===== src/hdl/stereo_haas_surround_macros.svh =====
// Assertion helpers shared by the surround block RTL
`ifndef STEREO_HAAS_SURROUND_MACROS_SVH
`define STEREO_HAAS_SURROUND_MACROS_SVH

// Clocked check, switched off while reset is held
`define SHS_ASSERT(lbl, clk, rst_n, prop, msg) \
  lbl: assert property (@(posedge clk) disable iff (!rst_n) prop) else $error(msg);

// Clocked check that also holds while reset is held
`define SHS_ASSERT_ALWAYS(lbl, clk, prop, msg) \
  lbl: assert property (@(posedge clk) prop) else $error(msg);

`endif


===== src/hdl/shs_pkg.sv =====
package shs_pkg;

  // Sample and coefficient formats
  localparam int unsigned DATA_W  = 32;
  localparam int unsigned COEF_W  = 31;
  localparam int unsigned SEL_W   = 3;
  localparam int unsigned BAL_W   = 7;
  localparam int unsigned DELAY_W = 10;

  typedef logic signed [DATA_W-1:0] sample_t;

  // Default store depth (a power of two)
  localparam int unsigned MAX_DELAY_DEPTH_DEF = 1024;

  // Register port
  localparam int unsigned APB_AW = 5;
  localparam int unsigned APB_DW = 32;

  typedef enum logic [2:0] {
    REG_LOW_CUT   = 3'd0,
    REG_HIGH_CUT  = 3'd1,
    REG_BASS      = 3'd2,
    REG_TREBLE    = 3'd3,
    REG_DELAY_SEL = 3'd4,
    REG_BALANCE   = 3'd5,
    REG_ALTER     = 3'd6
  } reg_idx_e;

  // Delay selector codes
  localparam logic [SEL_W-1:0] DSEL_91  = 3'd1;
  localparam logic [SEL_W-1:0] DSEL_182 = 3'd2;
  localparam logic [SEL_W-1:0] DSEL_454 = 3'd3;
  localparam logic [SEL_W-1:0] DSEL_727 = 3'd4;
  localparam logic [SEL_W-1:0] DSEL_909 = 3'd5;

  typedef struct packed {
    logic [COEF_W-1:0] low_cut;
    logic [COEF_W-1:0] high_cut;
    logic [COEF_W-1:0] bass;
    logic [COEF_W-1:0] treble;
    logic [SEL_W-1:0]  delay_sel;
    logic [BAL_W-1:0]  balance;
    logic              alter;
  } cfg_t;

  localparam cfg_t CFG_RST = '{
    low_cut:   31'd15582647,
    high_cut:  31'd165565620,
    bass:      31'd7791323,
    treble:    31'd331131240,
    delay_sel: DSEL_909,
    balance:   7'd0,
    alter:     1'b0
  };

  // Division by 200 as a shift by 3 and a reciprocal multiply for 25
  localparam int unsigned MAG_W     = 29;
  localparam int unsigned RECIP_W   = 30;
  localparam int unsigned RPROD_W   = MAG_W + RECIP_W;
  localparam int unsigned QUOT_W    = 25;
  localparam logic [RECIP_W-1:0] RECIP_25 = 30'd687194768;

  // Pipeline depth from input register to output register
  localparam int unsigned PIPE_STAGES = 11;

  // Signed Q31 product, rounded toward minus infinity
  function automatic sample_t fracmul(input sample_t a, input logic [COEF_W-1:0] c);
    logic signed [2*DATA_W-2:0] p;
    p = a * $signed({1'b0, c});
    return p[2*DATA_W-2:DATA_W-1];
  endfunction

  // Halve, truncating toward zero
  function automatic sample_t half_tz(input sample_t v);
    sample_t s;
    s = v + $signed({{(DATA_W-1){1'b0}}, v[DATA_W-1]});
    return s >>> 1;
  endfunction

  // Nominal delay in samples for a selector code
  function automatic logic [DELAY_W-1:0] delay_of(input logic [SEL_W-1:0] sel);
    logic [DELAY_W-1:0] d;
    case (sel)
      DSEL_91:  d = 10'd91;
      DSEL_182: d = 10'd182;
      DSEL_454: d = 10'd454;
      DSEL_727: d = 10'd727;
      default:  d = 10'd909;
    endcase
    return d;
  endfunction

endpackage


===== src/hdl/shs_delay_ram.sv =====
module shs_delay_ram #(
  parameter int unsigned DEPTH = 128,
  localparam int unsigned AW = $clog2(DEPTH)
) (
  input  logic                          clk_i,
  input  logic                          wr_en_i,
  input  logic [AW-1:0]                 wr_addr_i,
  input  logic [shs_pkg::DATA_W-1:0]    wr_data_i,
  input  logic                          rd_en_i,
  input  logic [AW-1:0]                 rd_addr_i,
  output logic [shs_pkg::DATA_W-1:0]    rd_data_o
);

  logic [shs_pkg::DATA_W-1:0] mem_q [DEPTH];
  logic [shs_pkg::DATA_W-1:0] rd_data_q;

  // Write port
  always_ff @(posedge clk_i) begin
    if (wr_en_i) begin
      mem_q[wr_addr_i] <= wr_data_i;
    end
  end

  // Registered read, new data forwarded on a same-edge write to the entry
  always_ff @(posedge clk_i) begin
    if (rd_en_i) begin
      if (wr_en_i && (wr_addr_i == rd_addr_i)) begin
        rd_data_q <= wr_data_i;
      end else begin
        rd_data_q <= mem_q[rd_addr_i];
      end
    end
  end

  assign rd_data_o = rd_data_q;

endmodule


===== config.mk =====
export PLATFORM = sky130hd
export DESIGN_NAME = shs_delay_ram
export DESIGN_NICKNAME = d
export VERILOG_FILES = /design/src/hdl/stereo_haas_surround_macros.svh /design/src/hdl/shs_pkg.sv /design/src/hdl/shs_delay_ram.sv
export SDC_FILE = /design/constraint.sdc
export NUM_CORES = 2
export LEC_CHECK = 0
export BUFFER_PORTS_ARGS = -buffer_cell sky130_fd_sc_hd__buf_2
export CAP_MARGIN = 20
export CORE_AREA = 4 4 604 606
export CTS_CLUSTER_SIZE = 25
export DETAILED_ROUTE_END_ITERATION = 10
export DIE_AREA = 0 0 608 610
export PLACE_DENSITY_LB_ADDON = 0.2
export SLEW_MARGIN = 30
export SYNTH_ARGS = -nofsm -noshare
export SYNTH_HDL_FRONTEND = slang
export SYNTH_SLANG_ARGS = --single-unit

===== constraint.sdc =====
create_clock -name clk_i -period 4.1 [get_ports clk_i]
set_clock_uncertainty 0.1 [all_clocks]
set_input_delay 0.41 -clock clk_i [delete_from_list [all_inputs] [get_ports clk_i]]
set_output_delay 0.41 -clock clk_i [all_outputs]
set_load 0.05 [all_outputs]

==> metrics <==
r2r endpoint rd_data_o[1]$_DFFE_PP_; placed cells 12,050; initial antenna violation count 44; sequential share of power 0.524; Clk pin slew, worst setup/hold paths 0.06 ns; Worst R2R Start mem_q[13][1]$_DFFE_PP_; worst vdd ir 0.3154 mV; vias in the first global route 78,680; Ports 81; drt first pass iters 7; DR WL/cell 34.80 um; Internal Pwr Total 70.01 mW; CTS sink count 4,128; fin area 183,100 um2; Worst R2R Setup Slack 1.16 ns; htree depth 5; Area growth, synth to finish 15.99%; CP Launch Type input port; total net switching power 19.16 mW; GRT Util Overall 0.2382; type of the worst min-delay path input port to flip-flop; required time worst endpoint 4.68 ns; Avg Cell Area, Syn 22.46 um2; RSZ-0062 raised after global routing false; fin crit share 0.7767; post-DR vias/cell 6.104; slew at the pin closest to its max-slew limit 1.041 ns; Die Span Y 610 um; DRC errors left 0; Hold Startpoint wr_addr_i[6]; Crit Path Class input port to flip-flop; fin cells 12,850; Die X 608 um; Mapped Nets 7,079; clock share of power 0.419; IO Port Bufs 80; dpl hpwl 261,900 um; CTS Buffer Depth 4; total grt overflow 0; Initial Utilization 0.4398; routability cong. 0.8262; core footprint 358,900 um2; Synthesis Warnings 0; Syn Std Cell Area 157,900 um2; Max Clock Freq 314.0 MHz; Setup Viol. Count Final 0; crit path max fanout 29; CP Capture Type flip-flop; Tmin final 3.185 ns; Slew headroom 0.3061; largest net degree at the start of global routing 99; Layout Nets 7,776; PD cells 487.0 nW/um2; CP arrival 3.77 ns; fin util 0.5101; post-synth top area share 0.7852; Cells after Synth 7,030; r2r worst-path depth 6; WHS Path Cells 4; clk_lat worst skew 0.97 ns; sw frac 0.2149; CTS tree built; root buf cell clkbuf_16; P_leak 57.71 nW; Yosys top cell by area edfxtp_1; Site Rows 220; total of max-cap violations 0; register area share after synthesis 0.7852; share of layout cells above drive strength 1 0.2917; initial drt markers 10,030; post-CTS setup buffers 0; Vias 78,430; Final ANT Viol Nets 0; unique cell type count in the Yosys netlist 39; Post-DP Area 169,300 um2; status completed; largest cells by area after synthesis edfxtp_1 79%, mux4_2 13%, mux2i_1 2.8%, o22ai_1 0.63%, a211oi_1 0.60%; flops & latches, synth 4,128; first-pass GRT wire length 625,900 um; combinational fraction of design power 0.057; Hold EP mem_q[125][20]$_DFFE_PP_; Final Hold Fails 0; routed wire length 447,100 um; Final Max Slew Viols 0; die area 370,900 um2; TritonCTS Buffers 412
metal layers:
metal | global-route usage | share of wire
met5 | 0 | 0.00012
met4 | 0.06186 | 0.028
met3 | 0.03763 | 0.079
met2 | 0.3832 | 0.48
met1 | 0.3426 | 0.41
power groups by stage:
stage | clock network, mW | logic, mW | registers [mW]
floorplan | 0 | 2.24 | 47.7
detailed placement | 0 | 5.03 | 47.7
global route | 39.8 | 5.27 | 46.7
finish | 37.3 | 5.06 | 46.8
CTS | 37.9 | 5.07 | 46.8
global placement | 0 | 4.96 | 47.7
kinds of logic (layout without fill, tap and decap cells):
logic type | count (synthesis) | after routing | share of synthesized area
xor gates and xnor gates | 7 | 7 | 0.0003884
other | 0 | 19 | 0
DFF | 4128 | 4128 | 0.7852
and+or+nand+nor | 389 | 389 | 0.01250
buffers and inverters | 455 | 1481 | 0.01375
muxes | 1378 | 1378 | 0.1587
AOI/OAI and AO/OA | 673 | 673 | 0.02947
stage by stage:
step / power (mW) / setup WS [ns] / hold WS (ns) / setup TNS [ns]
3_5_place_dp: 52.70 / -0.08894 / 0.7362 / -0.3103
2_1_floorplan: 49.94 / 0.1220 / 0.4089 / 0
4_1_cts: 89.77 / 0.9505 / 0.03015 / 0
3_3_place_gp: 52.61 / -0.4450 / 0.7354 / -0.8310
5_1_grt: 91.79 / 0.7113 / 0.1681 / 0
6_report: 89.17 / 0.9153 / 0.2142 / 0
how the worst max path moves through the flow:
stage / startpoint / end / cells past startpoint
after floorplan: wr_addr_i[4] / mem_q[81][0]$_DFFE_PP_ / 4
after global placement: rd_addr_i[0] / rd_data_o[1]$_DFFE_PP_ / 12
after detailed placement: rd_addr_i[0] / rd_data_o[17]$_DFFE_PP_ / 10
after CTS: rd_addr_i[0] / rd_data_o[17]$_DFFE_PP_ / 10
after global routing: rd_addr_i[0] / rd_data_o[5]$_DFFE_PP_ / 12
final: rd_addr_i[0] / rd_data_o[17]$_DFFE_PP_ / 10
flip-flops by register name, summed over array words and instances, names as in the netlist:
register   count
mem_q       4096
rd_data_o     32
synth_stat cells:
library cell / n
mux4_2: 896
o21ai_0: 32
o22ai_1: 160
edfxtp_1: 4128
mux2i_1: 448
o21ai_1: 31
nand4_1: 4
xor2_1: 2
nor2b_1: 103
nand3_1: 14
a32oi_1: 32
nor2_1: 126
buf_6: 21
and2_1: 1
a21oi_1: 97
o221ai_1: 64
nand2_1: 18
clkbuf_4: 2
clkbuf_1: 224
buf_4: 42
mux2_2: 34
or2_2: 6
inv_1: 1
or3_1: 2
a21boi_1: 2
buf_1: 21
nand2b_1: 6
nor3_1: 73
nor4_2: 1
buf_2: 112
nand3b_1: 2
o31ai_1: 1
and3_1: 1
clkinv_1: 32
a221o_1: 32
a211oi_1: 126
nor4_1: 32
a22oi_1: 96
xnor2_1: 5
critical path, stage by stage:
cell	delay, ns
buf_12	0.23
buf_12	0.23
buf_12	0.19
buf_12	0.18
buf_12	0.21
buf_4	0.31
mux4_2	0.55
a221o_1	0.47
a32oi_1	0.75
o21ai_1	0.14
layout by cell type, fill, tap and decap left out, types with 6 or more instances in the layout:
cell	Yosys	layout
buf_4	42	493
nand2_1	18	14
a22oi_1	96	96
edfxtp_1	4128	4128
clkinv_1	32	116
nor2b_1	103	101
nor3_2	0	9
o22ai_1	160	160
dlygate4sd3_1	0	33
mux2i_1	448	448
clkinvlp_4	0	13
clkinv_2	0	86
or2_2	6	6
mux2_2	34	34
buf_6	21	6
a32oi_1	32	32
nor3_1	73	64
bufinv_16	0	45
clkbuf_1	224	73
a221o_1	32	32
o221ai_1	64	64
inv_6	0	10
clkbuf_16	0	422
buf_2	112	44
a21oi_1	97	94
o21ai_0	32	31
o21ai_1	31	32
nand3_1	14	10
mux4_2	896	896
a211oi_1	126	124
nor4_2	1	6
nor2_4	0	120
diode_2	0	19
nor4_1	32	26
buf_12	0	121
final cells by class:
class / count / area, um2
inverters: 33 / 123.9
diodes: 19 / 47.55
well taps: 4773 / 5972
repair buffers: 705 / 6924
clock inverters: 248 / 2430
flip-flops and latches: 4128 / 124000
clock buffers: 495 / 10830
fillers: 28240 / 175800
multi-input cells: 2447 / 32820
repair_timing:
action                                 4_1_cts  5_1_grt
hold buffers                                32        1
resized for setup                            0        0
endpoints found under the hold margin      935       75
Power figures use the tool's default switching activity.
