## src/hdl/stereo_haas_surround_macros.svh

```systemverilog
// Assertion helpers shared by the surround block RTL
`ifndef STEREO_HAAS_SURROUND_MACROS_SVH
`define STEREO_HAAS_SURROUND_MACROS_SVH

// Clocked check, switched off while reset is held
`define SHS_ASSERT(lbl, clk, rst_n, prop, msg) \
  lbl: assert property (@(posedge clk) disable iff (!rst_n) prop) else $error(msg);

// Clocked check that also holds while reset is held
`define SHS_ASSERT_ALWAYS(lbl, clk, prop, msg) \
  lbl: assert property (@(posedge clk) prop) else $error(msg);

`endif

```

## src/hdl/shs_pkg.sv

```systemverilog
package shs_pkg;

  // Sample and coefficient formats
  localparam int unsigned DATA_W  = 32;
  localparam int unsigned COEF_W  = 31;
  localparam int unsigned SEL_W   = 3;
  localparam int unsigned BAL_W   = 7;
  localparam int unsigned DELAY_W = 10;

  typedef logic signed [DATA_W-1:0] sample_t;

  // Default store depth (a power of two)
  localparam int unsigned MAX_DELAY_DEPTH_DEF = 1024;

  // Register port
  localparam int unsigned APB_AW = 5;
  localparam int unsigned APB_DW = 32;

  typedef enum logic [2:0] {
    REG_LOW_CUT   = 3'd0,
    REG_HIGH_CUT  = 3'd1,
    REG_BASS      = 3'd2,
    REG_TREBLE    = 3'd3,
    REG_DELAY_SEL = 3'd4,
    REG_BALANCE   = 3'd5,
    REG_ALTER     = 3'd6
  } reg_idx_e;

  // Delay selector codes
  localparam logic [SEL_W-1:0] DSEL_91  = 3'd1;
  localparam logic [SEL_W-1:0] DSEL_182 = 3'd2;
  localparam logic [SEL_W-1:0] DSEL_454 = 3'd3;
  localparam logic [SEL_W-1:0] DSEL_727 = 3'd4;
  localparam logic [SEL_W-1:0] DSEL_909 = 3'd5;

  typedef struct packed {
    logic [COEF_W-1:0] low_cut;
    logic [COEF_W-1:0] high_cut;
    logic [COEF_W-1:0] bass;
    logic [COEF_W-1:0] treble;
    logic [SEL_W-1:0]  delay_sel;
    logic [BAL_W-1:0]  balance;
    logic              alter;
  } cfg_t;

  localparam cfg_t CFG_RST = '{
    low_cut:   31'd15582647,
    high_cut:  31'd165565620,
    bass:      31'd7791323,
    treble:    31'd331131240,
    delay_sel: DSEL_909,
    balance:   7'd0,
    alter:     1'b0
  };

  // Division by 200 as a shift by 3 and a reciprocal multiply for 25
  localparam int unsigned MAG_W     = 29;
  localparam int unsigned RECIP_W   = 30;
  localparam int unsigned RPROD_W   = MAG_W + RECIP_W;
  localparam int unsigned QUOT_W    = 25;
  localparam logic [RECIP_W-1:0] RECIP_25 = 30'd687194768;

  // Pipeline depth from input register to output register
  localparam int unsigned PIPE_STAGES = 11;

  // Signed Q31 product, rounded toward minus infinity
  function automatic sample_t fracmul(input sample_t a, input logic [COEF_W-1:0] c);
    logic signed [2*DATA_W-2:0] p;
    p = a * $signed({1'b0, c});
    return p[2*DATA_W-2:DATA_W-1];
  endfunction

  // Halve, truncating toward zero
  function automatic sample_t half_tz(input sample_t v);
    sample_t s;
    s = v + $signed({{(DATA_W-1){1'b0}}, v[DATA_W-1]});
    return s >>> 1;
  endfunction

  // Nominal delay in samples for a selector code
  function automatic logic [DELAY_W-1:0] delay_of(input logic [SEL_W-1:0] sel);
    logic [DELAY_W-1:0] d;
    case (sel)
      DSEL_91:  d = 10'd91;
      DSEL_182: d = 10'd182;
      DSEL_454: d = 10'd454;
      DSEL_727: d = 10'd727;
      default:  d = 10'd909;
    endcase
    return d;
  endfunction

endpackage

```

## src/hdl/shs_cfg_regs.sv

```systemverilog
`include "stereo_haas_surround_macros.svh"

module shs_cfg_regs (
  input  logic                        clk_i,
  input  logic                        rst_ni,
  input  logic                        psel,
  input  logic                        penable,
  input  logic                        pwrite,
  input  logic [shs_pkg::APB_AW-1:0]  paddr,
  input  logic [shs_pkg::APB_DW-1:0]  pwdata,
  output logic [shs_pkg::APB_DW-1:0]  prdata,
  output logic                        pready,
  output shs_pkg::cfg_t               cfg_o,
  output logic                        flush_o
);

  shs_pkg::cfg_t    cfg_q, cfg_d;
  shs_pkg::reg_idx_e idx;
  logic             wr;

  assign idx    = shs_pkg::reg_idx_e'(paddr[shs_pkg::APB_AW-1:2]);
  assign wr     = psel && penable && pwrite;
  assign pready = 1'b1;

  // Decode a register write
  always_comb begin
    cfg_d   = cfg_q;
    flush_o = 1'b0;
    if (wr) begin
      case (idx)
        shs_pkg::REG_LOW_CUT:  cfg_d.low_cut  = pwdata[shs_pkg::COEF_W-1:0];
        shs_pkg::REG_HIGH_CUT: cfg_d.high_cut = pwdata[shs_pkg::COEF_W-1:0];
        shs_pkg::REG_BASS:     cfg_d.bass     = pwdata[shs_pkg::COEF_W-1:0];
        shs_pkg::REG_TREBLE:   cfg_d.treble   = pwdata[shs_pkg::COEF_W-1:0];
        shs_pkg::REG_DELAY_SEL: begin
          flush_o = 1'b1;
          // keep the previous delay for a selector without meaning
          if ((pwdata[shs_pkg::SEL_W-1:0] >= shs_pkg::DSEL_91) &&
              (pwdata[shs_pkg::SEL_W-1:0] <= shs_pkg::DSEL_909)) begin
            cfg_d.delay_sel = pwdata[shs_pkg::SEL_W-1:0];
          end
        end
        shs_pkg::REG_BALANCE:  cfg_d.balance  = pwdata[shs_pkg::BAL_W-1:0];
        shs_pkg::REG_ALTER: begin
          flush_o     = 1'b1;
          cfg_d.alter = pwdata[0];
        end
        default: ;
      endcase
    end
  end

  // Hold the register file
  always_ff @(posedge clk_i or negedge rst_ni) begin
    if (!rst_ni) begin
      cfg_q <= shs_pkg::CFG_RST;
    end else begin
      cfg_q <= cfg_d;
    end
  end

  // Read back
  always_comb begin
    case (idx)
      shs_pkg::REG_LOW_CUT:   prdata = {1'b0, cfg_q.low_cut};
      shs_pkg::REG_HIGH_CUT:  prdata = {1'b0, cfg_q.high_cut};
      shs_pkg::REG_BASS:      prdata = {1'b0, cfg_q.bass};
      shs_pkg::REG_TREBLE:    prdata = {1'b0, cfg_q.treble};
      shs_pkg::REG_DELAY_SEL: prdata = {29'd0, cfg_q.delay_sel};
      shs_pkg::REG_BALANCE:   prdata = {25'd0, cfg_q.balance};
      shs_pkg::REG_ALTER:     prdata = {31'd0, cfg_q.alter};
      default:                prdata = '0;
    endcase
  end

  assign cfg_o = cfg_q;

  `SHS_ASSERT(a_dsel_range, clk_i, rst_ni, (cfg_q.delay_sel >= shs_pkg::DSEL_91) && (cfg_q.delay_sel <= shs_pkg::DSEL_909), "delay selector left its legal range")

endmodule

```

## config.mk

```make
export PLATFORM = sky130hd
export DESIGN_NAME = shs_cfg_regs
export DESIGN_NICKNAME = d
export VERILOG_FILES = /design/src/hdl/shs_pkg.sv /design/src/hdl/shs_cfg_regs.sv
export VERILOG_INCLUDE_DIRS = /design/src /design/src/hdl
export SDC_FILE = /design/constraint.sdc
export NUM_CORES = 1
export LEC_CHECK = 0
export ABC_AREA = 1
export BUFFER_PORTS_ARGS = -buffer_cell sky130_fd_sc_hd__buf_4
export CAP_MARGIN = 20
export CELL_PAD_IN_SITES_DETAIL_PLACEMENT = 1
export CELL_PAD_IN_SITES_GLOBAL_PLACEMENT = 2
export CORE_MARGIN = 2
export CORE_UTILIZATION = 26
export CTS_CLUSTER_SIZE = 10
export DETAILED_ROUTE_END_ITERATION = 16
export PLACE_DENSITY_LB_ADDON = 0.1
export SKIP_CTS_REPAIR_TIMING = 1
export SYNTH_ARGS = -nofsm -noshare
export SYNTH_HDL_FRONTEND = slang
export SYNTH_SLANG_ARGS = --single-unit
```

## constraint.sdc

```tcl
create_clock -name clk_i -period 1.1 [get_ports clk_i]
set_input_delay 0.22 -clock clk_i [delete_from_list [all_inputs] [get_ports clk_i]]
set_output_delay 0.22 -clock clk_i [all_outputs]
set_load 0.05 [all_outputs]
```

==> impl_metrics.yaml, run 1 <==
power_and_ir_drop:
  switching_share_pct: 40.3
  p_per_area_nw_per_um2: 1910
  p_leak_nw: 6.07
  p_switching_mw: 9.83
  internal-power_mw: 14.6
  p_seq_share_pct: 29.2
  pwr-share-clk_pct: 23.7
  power_frac_comb_pct: 47.1
  peakVddDrop_v: 0.000792
drt:
  routed_wl_um: 33700
  avgViaCountPerCell: 4.87
  dr.pass1.iters: 4
  postRouteAntennaNets: 0
  post_drt_wl_per_cell_um: 21.8
  drt_iter0_drc: 401
  num_vias: 7536
  drt_drc_violations_left: 0
cells_and_area:
  largest_register_ffs: 135
  final_nets: 1243
  drive_above_1_share_pct: 49.1
  layout.cells.non_filler: 1549
  fillers: 2911
  syn2layout_area_growth_pct: 88.9
  postLayoutCellArea_um2: 12800
  diodes: 0
  final_util_pct: 49.5
global_route:
  grt_pass1_vias: 7479
  grt_overflow: 0
  grt_pass1_wl_um: 46000
  track_usage_pct: 22.5
  grt_max_degree: 34
  antenna_found_initial: 0
clocking:
  clk-insertion-delay-late_ns: 0.42
  clkSlewWorstSetupHoldPaths_ns: 0.07
  cts.sinks: 135
  htreeDepth: 4
  cts_root_buffer: "clkbuf_16"
  clock_path_buffers: 2
  cts_tree: "built"
  cts_buffers: 17
logic_synthesis:
  synth_area_per_cell_um2: 8.06
  synth_edf_count: 0
  ys.flop_type: "dfrtp_1"
  yosys-top-cells-area: "dfrtp_1 (27%), dfstp_2 (24%), nand2_1 (19%), o21ai_0 (7.4%), nand4_1 (5.8%)"
  ys_warn_count: 0
  syn_inst: 839
  synth_most_common_cell: "nand2_1"
  synth_top_area_share_pct: 26.6
  synth.largest_area_cell: "dfrtp_1"
  ys_top_cells_by_count: "nand2_1 (342), o21ai_0 (100), nand3_1 (75)"
  syn_area_um2: 6770
  synth.distinct_cells: 27
  syn-num-nets: 881
  synthArstFlopShare_pct: 100
  ys_seq_area_share_pct: 51.1
  synth-seq-cells: 135
sta:
  finalCriticalPeriod_ns: 1.66
  finalHoldViolCount: 0
  setup_viol: 186
  fin_ws_ns: -0.555
  rsz0062_at_grt: "true"
  max_clock_freq_mhz: 604
  fin_setup_tns_ns: -48.56
  fin_worst_skew_ns: 0
  slew_violations: 0
  final.period_utilization_pct: 150
outcome:
  status: "finished, violations left"
  violations: "negative setup slack"
worst_setup_path:
  endpoint_kind: "output pin"
  r2r_end: "cfg_o[16]"
  r2r_start: "cfg_o[16]"
  r2r_cells: 4
  required_ns: 0.88
  critPathArrivalTime_ns: 1.44
  crit_type: "reg -> out"
  cp_max_fo: 2
  start_kind: "flop"
  reg2reg_slack_ns: 0.15
placed_design:
  placed_area_um2: 10000
  dp_cells: 1474
  place_congestion: 0.759
  dp_hpwl_um: 21300
  port_buffers: 205
worst_hold_path:
  holdPathStages: 3
  hold_class: "in -> reg"
  hp-start: "pwdata[22]"
  min_delay_worst_endpoint: "cfg_o[64]"
flow_run:
  drv_cap: 0
die:
  rows: 59
  die_h_um: 165
  num_io_pins: 211
  fp.dieW_um: 165
  core-area_um2: 25800
  start_util_pct: 26.2
  die_area_um2: 27300
[worst max-delay path by stage]
stage / slack (ns) / to / depth (start not counted) / from
after floorplan: -0.35 / prdata[11] / 2 / cfg_o[22]
after global placement: -0.46 / prdata[10] / 6 / paddr[3]
after detailed placement: -0.46 / prdata[10] / 6 / paddr[3]
after CTS: -0.59 / prdata[5] / 5 / cfg_o[16]
after global routing: -0.62 / prdata[0] / 5 / cfg_o[104]
final: -0.56 / prdata[0] / 5 / cfg_o[104]
[cells by family (layout without fill, tap and decap cells)]
kind of cell / Yosys count / count (layout) / synth area share, %
compound gates: 109 / 109 / 8.17
flops: 135 / 135 / 51.1
other cells: 2 / 2 / 0.111
buf+inv: 85 / 460 / 7.12
simple gates: 508 / 508 / 33.5
[routing by layer]
metal  share of wire [%]  GRT usage (%)  up-vias
met4                 1.2           4.08        0
met2                  49           36.0      198
met3                 4.5           3.57       24
li1                    -              -     3537
met5                   0              0        -
met1                  46           32.6     3777
[metrics by stage]
stage               worst slack [ns]  hold slack (ns)  power (mW)
global route                  -0.622           0.0154        25.4
CTS                           -0.588           -0.367        21.8
detailed placement            -0.459           0.0841        16.0
floorplan                     -0.350          -0.0756        12.1
finish                        -0.555           0.0251        24.4
global placement              -0.459           0.0849        15.9
[power groups by stage]
| stage | Combinational, mW | Clock (mW) | Sequential [mW] |
|---|---|---|---|
| 2_1_floorplan | 1.82 | 0 | 10.3 |
| 3_3_place_gp | 8.95 | 0 | 6.96 |
| 3_5_place_dp | 9.02 | 0 | 6.98 |
| 4_1_cts | 9.03 | 5.90 | 6.91 |
| 5_1_grt | 12.1 | 6.07 | 7.23 |
| 6_report | 11.5 | 5.79 | 7.12 |
[layout make-up]
type | count | area [µm²] | share of cell area (%)
Clock buffer | 19 | 433 | 3.39
Clock inverter | 13 | 146 | 1.15
Inverter | 15 | 86.3 | 0.675
Multi-Input combinational cell | 619 | 3090 | 24.2
Sequential cell | 135 | 3480 | 27.2
Tap cell | 335 | 419 | 3.28
Timing Repair Buffer | 413 | 5130 | 40.2
[placed cells by master, fill, tap and decap left out, types with 8 or more instances in the layout]
master       n
buf_12      35
buf_4       96
buf_6      163
buf_8      109
clkbuf_16   24
dfrtp_1     57
dfrtp_2     15
dfstp_2     63
inv_1       10
nand2_1    312
nand2_2     26
nand3_1     54
nand3_2     22
nand4_1     63
nor2_1       9
o21ai_0     95
o21ai_1      8
[worst max-delay path, stage by stage (launching register included)]
cell,delay (ns)
dfstp_2,0.55
nand3_2,0.08
nand2_1,0.09
nor2_1,0.06
nand2_2,0.08
buf_8,0.15
Power figures use the tool's default switching activity.
==> run 2, diff against run 1 <==
--- a/config.mk
+++ b/config.mk
@@ -16,6 +16,7 @@
 export CTS_CLUSTER_SIZE = 10
 export DETAILED_ROUTE_END_ITERATION = 16
 export PLACE_DENSITY_LB_ADDON = 0.1
+export SETUP_SLACK_MARGIN = 0.05
 export SKIP_CTS_REPAIR_TIMING = 1
 export SYNTH_ARGS = -nofsm -noshare
 export SYNTH_HDL_FRONTEND = slang
==> run 2 against run 1 <==
  * The flow still finishes with violations (negative setup slack)
  * Core utilization decreased by 0.053 points
  * Sequential share of layout area hardly changed
  * Worst setup slack got worse by 0.029 ns
  * Sequential power fell by 0.8%
  * Via count hardly changed
  * Critical path depth did not move
  * Fmax fell by 1.7%
  * Sequential cell count unchanged
  * First-iteration DRC count is 8.2% lower
  * Combinational power about the same
  * Largest power group unchanged
==> impl_metrics.yaml, run 2 (synthesized netlist as in run 1, its figures left out) <==
die:
  start_util_pct: 26.2
  num_io_pins: 211
  die_h_um: 165
  fp.dieW_um: 165
  rows: 59
  core-area_um2: 25800
  die_area_um2: 27300
sta:
  hold_ws_ns: 0.0175
  fin_worst_skew_ns: 0
  finalCriticalPeriod_ns: 1.68
  rsz0062_at_grt: "true"
  slew_violations: 0
  fin_ws_ns: -0.585
  finalHoldViolCount: 0
  setup_viol: 175
  max_clock_freq_mhz: 594
  final.period_utilization_pct: 153
flow_run:
  drv_cap: 0
drt:
  post_drt_wl_per_cell_um: 21.2
  avgViaCountPerCell: 4.85
  routed.top_layer: "met4"
  met3_length_um: 1460
  postRouteAntennaNets: 0
  met2_length_um: 15900
  drt_iter0_drc: 368
  drt_drc_violations_left: 0
  routed_wl_um: 32900
  dr.pass1.iters: 5
  num_vias: 7531
  met1_length_um: 15100
cells_and_area:
  fillers: 2918
  layout.cells.non_filler: 1553
  syn2layout_area_growth_pct: 88.7
  diodes: 0
  largest_register_ffs: 135
  final_common_cell: "nand2_1"
  final_nets: 1247
  mostFrequentLayoutCells: "nand2_1 (325), buf_6 (165), buf_8 (110)"
  drive_above_1_share_pct: 48.3
  final_util_pct: 49.4
power_and_ir_drop:
  peakVddDrop_v: 0.00101
  p_per_area_nw_per_um2: 1920
  p_leak_nw: 6.04
  totalPowerFinal_mw: 24.5
clocking:
  clkSlewWorstSetupHoldPaths_ns: 0.07
  cts_root_buffer: "clkbuf_16"
  cts_tree: "built"
  cts_buffers: 17
  clock_path_buffers: 2
  htreeDepth: 4
  cts.sinks: 135
  clk-insertion-delay-late_ns: 0.42
worst_setup_path:
  path_cells: "nand3_1 -> nand2_1 -> nor2_1 -> nand2_2 -> buf_6"
  crit_type: "reg -> out"
  critPathArrivalTime_ns: 1.46
  endpoint_kind: "output pin"
  cp_max_fo: 2
  start_kind: "flop"
  max_stage_delay_ns: 0.55
  r2r_cells: 4
  cp_slowest_cell: "dfstp_2"
  required_ns: 0.88
global_route:
  grt_pass1_wl_um: 46100
  antenna_found_initial: 0
  grt_max_degree: 37
  grt_pass1_vias: 7627
  grt_overflow: 0
  track_usage_pct: 22.6
placed_design:
  place_congestion: 0.780
  pre_cts_slack_ns: -0.450
  dp_cells: 1488
  dp_hpwl_um: 21300
  port_buffers: 205
outcome:
  status: "finished, violations left"
  violations: "negative setup slack"
worst_hold_path:
  holdPathStages: 3
  hold_class: "in -> reg"
==> run 2: cell types whose count changed in the layout (fill, tap and decap cells not counted), sizes merged <==
cell,delta
clkbuf,+1
buf,+3
clkinvlp,+3
clkinv,-3
==> run 2: per-stage QoR <==
| step | setup TNS (ns) | instance area (µm²) |
|---|---|---|
| finish | -47.78 | 12800 |
| global route | -55.49 | 12800 |
| CTS | -57.71 | 10800 |
| floorplan | -9.76 | 7080 |
| global placement | -51.97 | 10200 |
| detailed placement | -55.54 | 10200 |
==> run 2: path summary, 6_finish.rpt <==
kind	slack, ns	to	from
setup / recovery	-0.58	prdata[0]	cfg_o[42]
hold / removal	0.02	cfg_o[128]	pwdata[24]
setup reg to reg	0.15	cfg_o[10]	cfg_o[10]
hold reg to reg	0.49	cfg_o[78]	cfg_o[78]
max in group asynchronous	0.28	cfg_o[119]	rst_ni
min in group asynchronous	0.23	cfg_o[81]	rst_ni
==> run 2: critical path, delay by kind of cell (launching register included) <==
kind | cells | cell delay [ns]
buffers and inverters | 1 | 0.16
AND/OR/NAND/NOR | 4 | 0.33
flip-flops | 1 | 0.55
==> run 2: per-layer routing <==
metal,global-route usage (%),vias to the layer above
met2,36.5,193
li1,-,3537
met4,6.03,0
met1,31.8,3775
met5,0,-
met3,3.27,26
==> run 2: power by group <==
group / internal (mW) / leakage, nW / switching, mW
Clock: 3.37 / 0.267 / 2.48
Sequential: 6.25 / 1.57 / 0.819
Combinational: 4.99 / 4.21 / 6.55
==> run 2: final cells by class <==
| cell class | count | area [µm²] | area share (%) |
|---|---|---|---|
| clock buffers | 19 | 433 | 3.39 |
| multi-input cells | 619 | 3030 | 23.7 |
| repair buffers | 417 | 5180 | 40.6 |
| well taps | 335 | 419 | 3.28 |
| inverters | 15 | 86.3 | 0.676 |
| clock inverters | 13 | 146 | 1.15 |
| flip-flops and latches | 135 | 3470 | 27.2 |
==> run 3, diff against run 2 <==
--- a/config.mk
+++ b/config.mk
@@ -21,3 +21,4 @@
 export SYNTH_ARGS = -nofsm -noshare
 export SYNTH_HDL_FRONTEND = slang
 export SYNTH_SLANG_ARGS = --single-unit
+export TNS_END_PERCENT = 5
==> run 3 against run 2 <==
  * The flow still finishes with violations (negative setup slack)
  * Register-to-register slack lost 0.07 ns
  * Sequential share of layout area rose by 1.9 points
  * Power is 2.5% lower
  * Clock power grew 6.3%
  * Final cell count down 2.1%
  * Sequential cell count stayed put
==> impl_metrics.yaml, run 3 (synthesized netlist as in run 1, its figures left out) <==
sta:
  final.period_utilization_pct: 155
  fin_setup_tns_ns: -46.09
  finalCriticalPeriod_ns: 1.70
  fin_worst_skew_ns: 0
  finalHoldViolCount: 0
  hold_ws_ns: 0.0329
  rsz0062_at_grt: "true"
  setup_viol: 167
  slew_violations: 0
  max_clock_freq_mhz: 587
  fin_ws_ns: -0.603
cells_and_area:
  largest_register_ffs: 135
  final_util_pct: 46.0
  diodes: 0
  mostFrequentLayoutCells: "nand2_1 (333), buf_6 (157), buf_4 (125)"
  regArea_um2: 3460
  syn2layout_area_growth_pct: 75.8
  final_nets: 1214
  final_common_cell: "nand2_1"
  drive_above_1_share_pct: 43.5
  fillers: 2987
  multiInputGateArea_um2: 2910
die:
  die_h_um: 165
  num_io_pins: 211
  fp.dieW_um: 165
  start_util_pct: 26.2
  die_area_um2: 27300
  core-area_um2: 25800
  rows: 59
power_and_ir_drop:
  p_switching_mw: 9.45
  power_frac_comb_pct: 44.7
  totalPowerFinal_mw: 23.9
  peakVddDrop_v: 0.000983
  p_seq_share_pct: 29.2
  pwr-share-clk_pct: 26.1
  internal-power_mw: 14.4
  p_leak_nw: 5.76
  p_per_area_nw_per_um2: 2000
  switching_share_pct: 39.6
worst_setup_path:
  cp_common_cell: "nand2_2"
  endpoint_kind: "output pin"
  required_ns: 0.88
  critPathArrivalTime_ns: 1.48
  crit_type: "reg -> out"
  path_cells: "nand4_1 -> nand2_2 -> nor2_2 -> nand2_2 -> buf_8"
  crit_buf_inv: 1
  cp_slowest_cell: "dfstp_2"
  max_stage_delay_ns: 0.55
  start_kind: "flop"
  crit_family: "flip-flops"
  reg2reg_slack_ns: 0.08
  cp_max_fo: 2
clocking:
  cts.sinks: 135
  cts_tree: "built"
  htreeDepth: 4
  cts_root_buffer: "clkbuf_16"
  clk-insertion-delay-late_ns: 0.41
  clkSlewWorstSetupHoldPaths_ns: 0.07
  clock_path_buffers: 2
  cts_buffers: 17
drt:
  post_drt_wl_per_cell_um: 20.0
  avgViaCountPerCell: 4.72
  routed_wl_um: 30400
  dr.pass1.iters: 4
  drt_drc_violations_left: 0
  drt_iter0_drc: 289
  num_vias: 7173
  postRouteAntennaNets: 0
placed_design:
  dp_hpwl_um: 21900
  port_buffers: 205
  place_congestion: 0.796
global_route:
  grt_pass1_vias: 7565
  antenna_found_initial: 0
  grt_max_degree: 30
  grt_overflow: 0
  track_usage_pct: 22.5
  grt_pass1_wl_um: 46100
flow_run:
  drv_cap: 0
worst_hold_path:
  hold_class: "in -> reg"
outcome:
  status: "finished, violations left"
  violations: "negative setup slack"
-- run 3: tightest hold or removal path: cells and delay by family --
| kind | cells | cell delay [ns] |
|---|---|---|
| buffers and inverters | 1 | 0.13 |
| AND/OR/NAND/NOR | 2 | 0.11 |
-- run 3: final timing paths --
| check | startpoint | endpoint | cells past startpoint |
|---|---|---|---|
| setup / recovery | cfg_o[16] | prdata[5] | 5 |
| hold / removal | pwdata[8] | cfg_o[19] | 3 |
| setup reg to reg | cfg_o[8] | cfg_o[8] | 5 |
| hold reg to reg | cfg_o[78] | cfg_o[78] | 2 |
| max in group asynchronous | rst_ni | cfg_o[77] | 3 |
| min in group asynchronous | rst_ni | cfg_o[81] | 2 |
-- run 3: routing by layer --
layer	part of all wire, %	up-vias	track usage [%]
li1	-	3456	-
met3	4.4	15	3.72
met5	0	-	0
met2	48	164	37.0
met4	0.86	0	4.62
met1	47	3538	31.4
-- run 3: layout make-up --
type	count	area share, %
clock buffers	19	3.64
well taps	335	3.52
repair buffers	384	37.1
inverters	15	0.578
flip-flops and latches	135	29.1
clock inverters	13	1.64
multi-input cells	619	24.5
-- run 3: metrics by stage --
stage	instances	setup WS, ns	cell area [µm²]
2_1_floorplan	839	-0.350	6870
3_3_place_gp	1484	-0.423	10100
3_5_place_dp	1484	-0.438	10100
6_report	1520	-0.603	11900
5_1_grt	1520	-0.665	11900
4_1_cts	1516	-0.676	10700
-- run 3: power groups by stage --
stage          clock [mW]  combinational (mW)  sequential, mW
2_1_floorplan           0                1.77            10.3
3_3_place_gp            0                9.06            6.88
3_5_place_dp            0                9.12            6.91
4_1_cts              6.42                9.13            6.84
5_1_grt              6.64                11.2            7.08
6_report             6.22                10.7            6.96
